==> src/hw/rtl/grb_pkg.sv <==
package grb_pkg;

  // Glyph geometry
  localparam int MAX_GLYPH_WIDTH = 16;
  localparam int ROW_W           = 16;
  localparam int COL_W           = $clog2(ROW_W);
  localparam int GLYPH_W_LIMIT   = (MAX_GLYPH_WIDTH < ROW_W) ? MAX_GLYPH_WIDTH : ROW_W;

  // Field widths
  localparam int PEN_W    = 12;
  localparam int TOP_W    = 6;
  localparam int SIZE_W   = 5;
  localparam int ROWNUM_W = 4;
  localparam int COLOUR_W = 8;
  localparam int REG_W    = 13;
  localparam int ADDR_W   = 24;

  // Stream widths
  localparam int IN_DATA_W  = 72;
  localparam int OUT_DATA_W = 32;

  // Register reset values
  localparam logic [REG_W-1:0] FRAME_WIDTH_RESET  = 13'd1024;
  localparam logic [REG_W-1:0] FRAME_HEIGHT_RESET = 13'd768;

  // Register indexes
  typedef enum logic [0:0] {
    REG_FRAME_WIDTH  = 1'b0,
    REG_FRAME_HEIGHT = 1'b1
  } cfg_reg_t;

  // One input item
  typedef struct packed {
    logic [COLOUR_W-1:0] colour;
    logic [ROWNUM_W-1:0] row_number;
    logic [SIZE_W-1:0]   glyph_height;
    logic [SIZE_W-1:0]   glyph_width;
    logic [TOP_W-1:0]    glyph_top;
    logic [PEN_W-1:0]    pen_y;
    logic [PEN_W-1:0]    pen_x;
    logic [ROW_W-1:0]    row_bits;
    logic                bold;
  } in_item_t;

endpackage

==> src/hw/rtl/glyph_row_blitter.sv <==
// Glyph row blitter: each input transfer carries one 16-bit glyph row; the block clips it
// against the framebuffer size in frame_width/frame_height and emits one pixel write per
// visible set bit, left column first, with tlast on the final write of the row. Rows that
// draw nothing produce no output transfer. The first write leaves once the row has passed the
// input, clip and emit registers; after that the single pixel output register sends one
// write per cycle while m_tready accepts it, so a row makes at most 16 writes, and the next
// row is taken while the current one is still being sent. Write the configuration registers
// only while the block is idle.
module glyph_row_blitter
  import grb_pkg::*;
(
  input  logic                  clk,
  input  logic                  rst,
  // Input rows
  input  logic                  s_tvalid,
  output logic                  s_tready,
  // tdata: row_bits[15:0], pen_x[27:16], pen_y[39:28], glyph_top[45:40],
  //        glyph_width[50:46], glyph_height[55:51], row_number[59:56], colour[67:60]
  input  logic [IN_DATA_W-1:0]  s_tdata,
  input  logic                  s_tuser,   // bold
  // Pixel writes
  output logic                  m_tvalid,
  input  logic                  m_tready,
  output logic [OUT_DATA_W-1:0] m_tdata,   // pixel_address[23:0], pixel_colour[31:24]
  output logic                  m_tuser,   // pair
  output logic                  m_tlast,   // last
  // Configuration writes
  input  logic                  cfg_valid,
  output logic                  cfg_ready,
  input  logic                  cfg_index,
  input  logic [REG_W-1:0]      cfg_data
);

  logic [REG_W-1:0] frame_width;
  logic [REG_W-1:0] frame_height;

  // Input stage
  in_item_t a_item;
  logic     a_valid;
  logic     a_take;

  // Clip stage
  logic                b_valid;
  logic                b_take;
  logic [ROW_W-1:0]    b_mask;
  logic [ADDR_W-1:0]   b_prod;
  logic [PEN_W-1:0]    b_px;
  logic [COLOUR_W-1:0] b_colour;
  logic                b_bold;

  // Emit stage
  logic [ROW_W-1:0]    c_mask;
  logic [ADDR_W-1:0]   c_base;
  logic [COLOUR_W-1:0] c_colour;
  logic                c_bold;
  logic [ROW_W-1:0]    c_low;
  logic [ROW_W-1:0]    c_mask_next;
  logic [COL_W-1:0]    c_col;
  logic                c_take;
  logic                emit;

  // Clip logic signals
  logic [SIZE_W-1:0]   w_sat;
  logic [REG_W:0]      x_sum;
  logic [REG_W-1:0]    px_ext;
  logic [SIZE_W-1:0]   w_clip;
  logic [REG_W-1:0]    ty;
  logic [REG_W:0]      y_sum;
  logic [REG_W-1:0]    h_clip;
  logic                draw;
  logic [ROW_W:0]      w_ones;
  logic [REG_W-1:0]    y_row;
  logic [2*REG_W-1:0]  prod;

  // Configuration registers
  assign cfg_ready = 1'b1;

  always_ff @(posedge clk) begin
    if (rst) begin
      frame_width  <= FRAME_WIDTH_RESET;
      frame_height <= FRAME_HEIGHT_RESET;
    end else if (cfg_valid) begin
      unique case (cfg_reg_t'(cfg_index))
        REG_FRAME_WIDTH:  frame_width  <= cfg_data;
        REG_FRAME_HEIGHT: frame_height <= cfg_data;
        default: ;
      endcase
    end
  end

  // Handshake chain: each stage advances when the next one frees up
  assign emit        = (c_mask != '0) && (!m_tvalid || m_tready);
  assign c_low       = c_mask & (~c_mask + ROW_W'(1));
  assign c_mask_next = emit ? (c_mask & ~c_low) : c_mask;
  assign c_take      = (c_mask_next == '0);
  assign b_take      = !b_valid || c_take;
  assign a_take      = !a_valid || b_take;
  assign s_tready    = a_take;

  // Register the input transfer
  always_ff @(posedge clk) begin
    if (rst) begin
      a_valid <= 1'b0;
    end else if (a_take) begin
      a_valid <= s_tvalid;
    end
  end

  always_ff @(posedge clk) begin
    if (a_take && s_tvalid) begin
      a_item.row_bits     <= s_tdata[15:0];
      a_item.pen_x        <= s_tdata[27:16];
      a_item.pen_y        <= s_tdata[39:28];
      a_item.glyph_top    <= s_tdata[45:40];
      a_item.glyph_width  <= s_tdata[50:46];
      a_item.glyph_height <= s_tdata[55:51];
      a_item.row_number   <= s_tdata[59:56];
      a_item.colour       <= s_tdata[67:60];
      a_item.bold         <= s_tuser;
    end
  end

  // Clip width and height, build the column mask and the row address
  always_comb begin
    w_sat  = (a_item.glyph_width > SIZE_W'(GLYPH_W_LIMIT)) ? SIZE_W'(GLYPH_W_LIMIT)
                                                          : a_item.glyph_width;
    px_ext = {1'b0, a_item.pen_x};
    x_sum  = {1'b0, px_ext} + (REG_W+1)'(w_sat) + (REG_W+1)'(a_item.bold);
    if (x_sum > {1'b0, frame_width}) begin
      w_clip = (px_ext < frame_width)
             ? SIZE_W'(frame_width - px_ext - REG_W'(a_item.bold)) : '0;
    end else begin
      w_clip = w_sat;
    end

    ty    = {1'b0, a_item.pen_y} + REG_W'(a_item.glyph_top);
    y_sum = {1'b0, ty} + (REG_W+1)'(a_item.glyph_height);
    if (y_sum > {1'b0, frame_height}) begin
      h_clip = (ty < frame_height) ? (frame_height - ty) : '0;
    end else begin
      h_clip = REG_W'(a_item.glyph_height);
    end
    draw = REG_W'(a_item.row_number) < h_clip;

    w_ones = ((ROW_W+1)'(1) << w_clip) - (ROW_W+1)'(1);
    y_row  = ty + REG_W'(a_item.row_number);
    prod   = (2*REG_W)'(y_row) * (2*REG_W)'(frame_width);
  end

  always_ff @(posedge clk) begin
    if (rst) begin
      b_valid <= 1'b0;
    end else if (b_take) begin
      b_valid <= a_valid;
    end
  end

  always_ff @(posedge clk) begin
    if (b_take) begin
      b_mask   <= draw ? (a_item.row_bits & w_ones[ROW_W-1:0]) : '0;
      b_prod   <= prod[ADDR_W-1:0];
      b_px     <= a_item.pen_x;
      b_colour <= a_item.colour;
      b_bold   <= a_item.bold;
    end
  end

  // Emit stage: load a new row once the current one is drained, else clear the sent bit
  always_ff @(posedge clk) begin
    if (rst) begin
      c_mask <= '0;
    end else if (c_take) begin
      c_mask <= b_valid ? b_mask : '0;
    end else begin
      c_mask <= c_mask_next;
    end
  end

  always_ff @(posedge clk) begin
    if (c_take) begin
      c_base   <= b_prod + ADDR_W'(b_px);
      c_colour <= b_colour;
      c_bold   <= b_bold;
    end
  end

  // Encode the lowest pending column
  always_comb begin
    c_col = '0;
    for (int i = 0; i < ROW_W; i++) begin
      if (c_low[i]) c_col = c_col | COL_W'(i);
    end
  end

  // Pixel output register
  always_ff @(posedge clk) begin
    if (rst) begin
      m_tvalid <= 1'b0;
    end else if (emit) begin
      m_tvalid <= 1'b1;
    end else if (m_tready) begin
      m_tvalid <= 1'b0;
    end
  end

  always_ff @(posedge clk) begin
    if (emit) begin
      m_tdata <= {c_colour, c_base + ADDR_W'(c_col)};
      m_tuser <= c_bold;
      m_tlast <= c_take;
    end
  end

`ifndef ASSERT_OFF
  // Input side stalls only while a row sits in the input register
  assert property (@(posedge clk) disable iff (rst) !s_tready |-> a_valid)
    else $error("input stalled with empty input register");

  // A non-final write must be followed by more of the same row
  assert property (@(posedge clk) disable iff (rst)
    m_tvalid && m_tready && !m_tlast |=> m_tvalid || (c_mask != '0))
    else $error("row ended without a final write");

  // Pending pixels move to a free output register
  assert property (@(posedge clk) disable iff (rst)
    (c_mask != '0) && (!m_tvalid || m_tready) |=> m_tvalid)
    else $error("pending pixel not emitted");
`endif

endmodule
==> config.mk <==
export PLATFORM = sky130hd
export DESIGN_NAME = glyph_row_blitter
export DESIGN_NICKNAME = d
export VERILOG_FILES = /design/src/hw/rtl/grb_pkg.sv /design/src/hw/rtl/glyph_row_blitter.sv
export SDC_FILE = /design/constraint.sdc
export NUM_CORES = 1
export LEC_CHECK = 0
export ABC_CLOCK_PERIOD_IN_PS = 16500
export BUFFER_PORTS_ARGS = -buffer_cell sky130_fd_sc_hd__buf_2
export CAP_MARGIN = 20
export CORE_UTILIZATION = 51
export DETAILED_ROUTE_END_ITERATION = 10
export HOLD_SLACK_MARGIN = 0.06
export PLACE_DENSITY = 0.77
export SLEW_MARGIN = 10
export SYNTH_ARGS = -nofsm -noshare
export SYNTH_HDL_FRONTEND = slang
export SYNTH_SLANG_ARGS = --single-unit
export TNS_END_PERCENT = 1
==> constraint.sdc <==
create_clock -name clk -period 16.5 [get_ports clk]
set_input_delay 0.825 -clock clk [delete_from_list [all_inputs] [get_ports clk]]
set_output_delay 0.825 -clock clk [all_outputs]
set_load 0.005 [all_outputs]
==> reports/metrics.yaml <==
vias: 12980
fin_nets: 2249
cts_resized: 0
fp.dieH_microns: 190.3
maxCapViolCount: 0
die_w_microns: 190.3
ys_seq_area_share_pct: 37.71
antenna_found_initial: 1
switchingPower_mw: 0.9225
cts_tree: "built"
regArea_sq_um: 6817
p_sw_share_pct: 36.23
postCtsSetupBuffers: 0
cts_buffers: 26
grt_max_degree: 70
syn_area_sq_um: 18080
detail_route.drc_violations: 0
cts.htree.levels: 1
fin_ws_ns: 7.855
avgSynthCellArea_sq_um: 10.34
cp_data_arrival_time_ns: 8.90
rsz0062_at_grt: "false"
ys_top_cells_by_count: "inv_1, edfxtp_1, nand2_1"
hold_violations: 0
hold_path.class: "flop to flop"
p_per_area_nw_per_um2: 127.3
hold_start: "c_bold"
synth.most_common_cell: "inv_1"
slew_headroom_pct: 32.93
synth_top_cell_area_share_pct: 32.72
pre_cts_ws_ns: 7.906
io_pins: 129
syn-num-nets: 2128
tns_ns: 0
p_clk_share_pct: 21.5
period_needed_ns: 8.645
drv_slew: 0
dr.pass1.iters: 5
pwr-share-seq_pct: 38.1
cp.required_ns: 16.75
drive_above_1_share_pct: 10.16
place.gp.congestion: 0.9185
dp_hpwl_mm: 31.08
fp-row-count: 68
status: "finished clean"
multiInputGateArea_sq_um: 10200
yosys.area.top_type: "edfxtp_1"
dp_cells: 2297
finalClockSkew_ns: 0.01091
grt_use_total_pct: 22.36
area_growth_pct: 10.67
start_kind: "flop"
synth_area_leaders: "edfxtp_1, fa_1, ha_1, dfxtp_1, inv_1"
final_cells: 2346
internal-power_mw: 1.624
worstMarginPinSlew_ns: 1.004
synth_flop_cell: "edfxtp_1"
wl_per_cell_microns: 17.10
insertion_delay_ns: 0.55
power_frac_comb_pct: 40.4
ant_nets: 0
crit_family: "adder cells"
leakagePower_nw: 8.810
numPortBuffers: 123
async_reset_ff_share_pct: 0
cts_sinks: 242
clockRootBuffer: "clkbuf_16"
crit_slowest_cell: "fa_1"
wl_mm: 40.11
cpMostUsedCell: "fa_1"
path_max_fanout: 7
path_clk_slew_ns: 0.06
synth-edff-count: 197
clockBufferDepth: 3
yosys_warnings: 0
viasPerCell: 5.532
drt_iter0_markers: 832
cp-end-kind: "flop"
fmaxAchievable_mhz: 115.7
vdd_ir_drop_max_mv: 0.1026
path_class: "flop to flop"
cp-startpoint: "a_item[29]"
initial_utilization_pct: 52.08
cpPeakStageDelay_ns: 0.55
period_share_pct: 52.39
ys_ff_latch: 242
die_area_sq_um: 36200
r2r_start: "a_item[29]"
grt_overflow: 0
ys_types: 75
fillers: 2892
grt_pass1_vias: 12880
finalSetupViolCount: 0
syn_inst: 1749
path_buf_inv: 5
grt_pass1_wl_mm: 63.98
ctsHoldBuffers: 0
core_area_sq_um: 34710
==> final timing paths <==
path,end,slack (ns),cells after the start
hold / removal,m_tuser,0.42,0
setup reg to reg,b_prod[23],7.86,30
setup / recovery,b_prod[23],7.86,30
hold reg to reg,m_tuser,0.42,0
==> registers in the layout (all words and copies together), names as in the netlist <==
signal        flops
c_base           24
b_mask           16
frame_width      13
a_valid           1
b_colour          8
c_bold            1
m_tvalid          1
c_colour          8
b_px             12
frame_height     13
b_bold            1
m_tuser           1
b_prod           24
a_item           69
c_mask           16
m_tdata          32
m_tlast           1
b_valid           1
==> logic make-up (layout without fill, tap and decap cells) <==
kind of cell	after synthesis	in the layout	synth area share, %
adders and majority gates	287	287	25.26
muxes	12	12	0.6783
AOI/OAI and AO/OA	264	264	9.786
other	1	2	0.02074
xor gates and xnor gates	109	109	5.357
buffers and inverters	279	420	5.980
DFF	242	242	37.70
and+or+nand+nor	555	555	15.21
==> routing by layer <==
metal,up-vias,GRT usage (%),share of wire [%]
li1,6194,-,-
met3,70,3.368,6.0
met5,-,0,0
met4,0,6.462,2.6
met2,429,38.42,49
met1,6286,29.25,43
==> power groups by stage <==
stage	sequential, mW	clock [mW]	combinational, mW
3_3_place_gp	0.972	0	0.990
2_1_floorplan	0.964	0	0.756
4_1_cts	0.971	0.561	1.03
5_1_grt	0.987	0.583	1.16
3_5_place_dp	0.982	0	1.02
6_report	0.970	0.547	1.03
==> metrics by stage <==
step	power (mW)	cell area [sq um]	utilization (%)	hold WS (ns)
2_1_floorplan	1.720	18080	-	0.4003
3_3_place_gp	1.962	19190	55.28	0.4024
3_5_place_dp	2.007	19190	55.29	0.4057
4_1_cts	2.566	20000	57.63	0.4200
5_1_grt	2.732	20000	57.63	0.4208
6_report	2.546	20010	57.63	0.4194
==> placed cells by master (no fill, tap or decap), types with 5 or more instances in the layout <==
cell type	count
a211oi_1	7
a21boi_0	6
a21o_1	21
a21oi_1	78
a31oi_1	6
a32o_1	8
and2_1	76
and3_1	24
buf_2	124
buf_4	14
clkbuf_1	9
clkbuf_16	27
clkinv_2	6
dfxtp_1	45
edfxtp_1	197
fa_1	130
ha_1	157
inv_1	233
mux2i_1	10
nand2_1	183
nand2b_1	22
nand3_1	33
nand3b_1	6
nand4_1	10
nor2_1	100
nor2b_1	24
nor3_1	41
nor3b_1	9
o2111ai_1	6
o211a_1	5
o211ai_1	16
o21a_1	8
o21ai_0	35
o21ai_1	9
o21bai_1	8
o31ai_1	10
o41ai_1	5
xnor2_1	74
xor2_1	34
==> final cells by class <==
cell class                 count  area share, %
antenna                        1        0.01251
clock buffer                  39          3.752
clock inverter                 9         0.2939
inverter                     234          4.390
multi-input combinational   1228          51.01
sequential                   242          34.07
tap                          455          2.846
timing repair buffer         138          3.627
(Power assumes the default switching activity.)
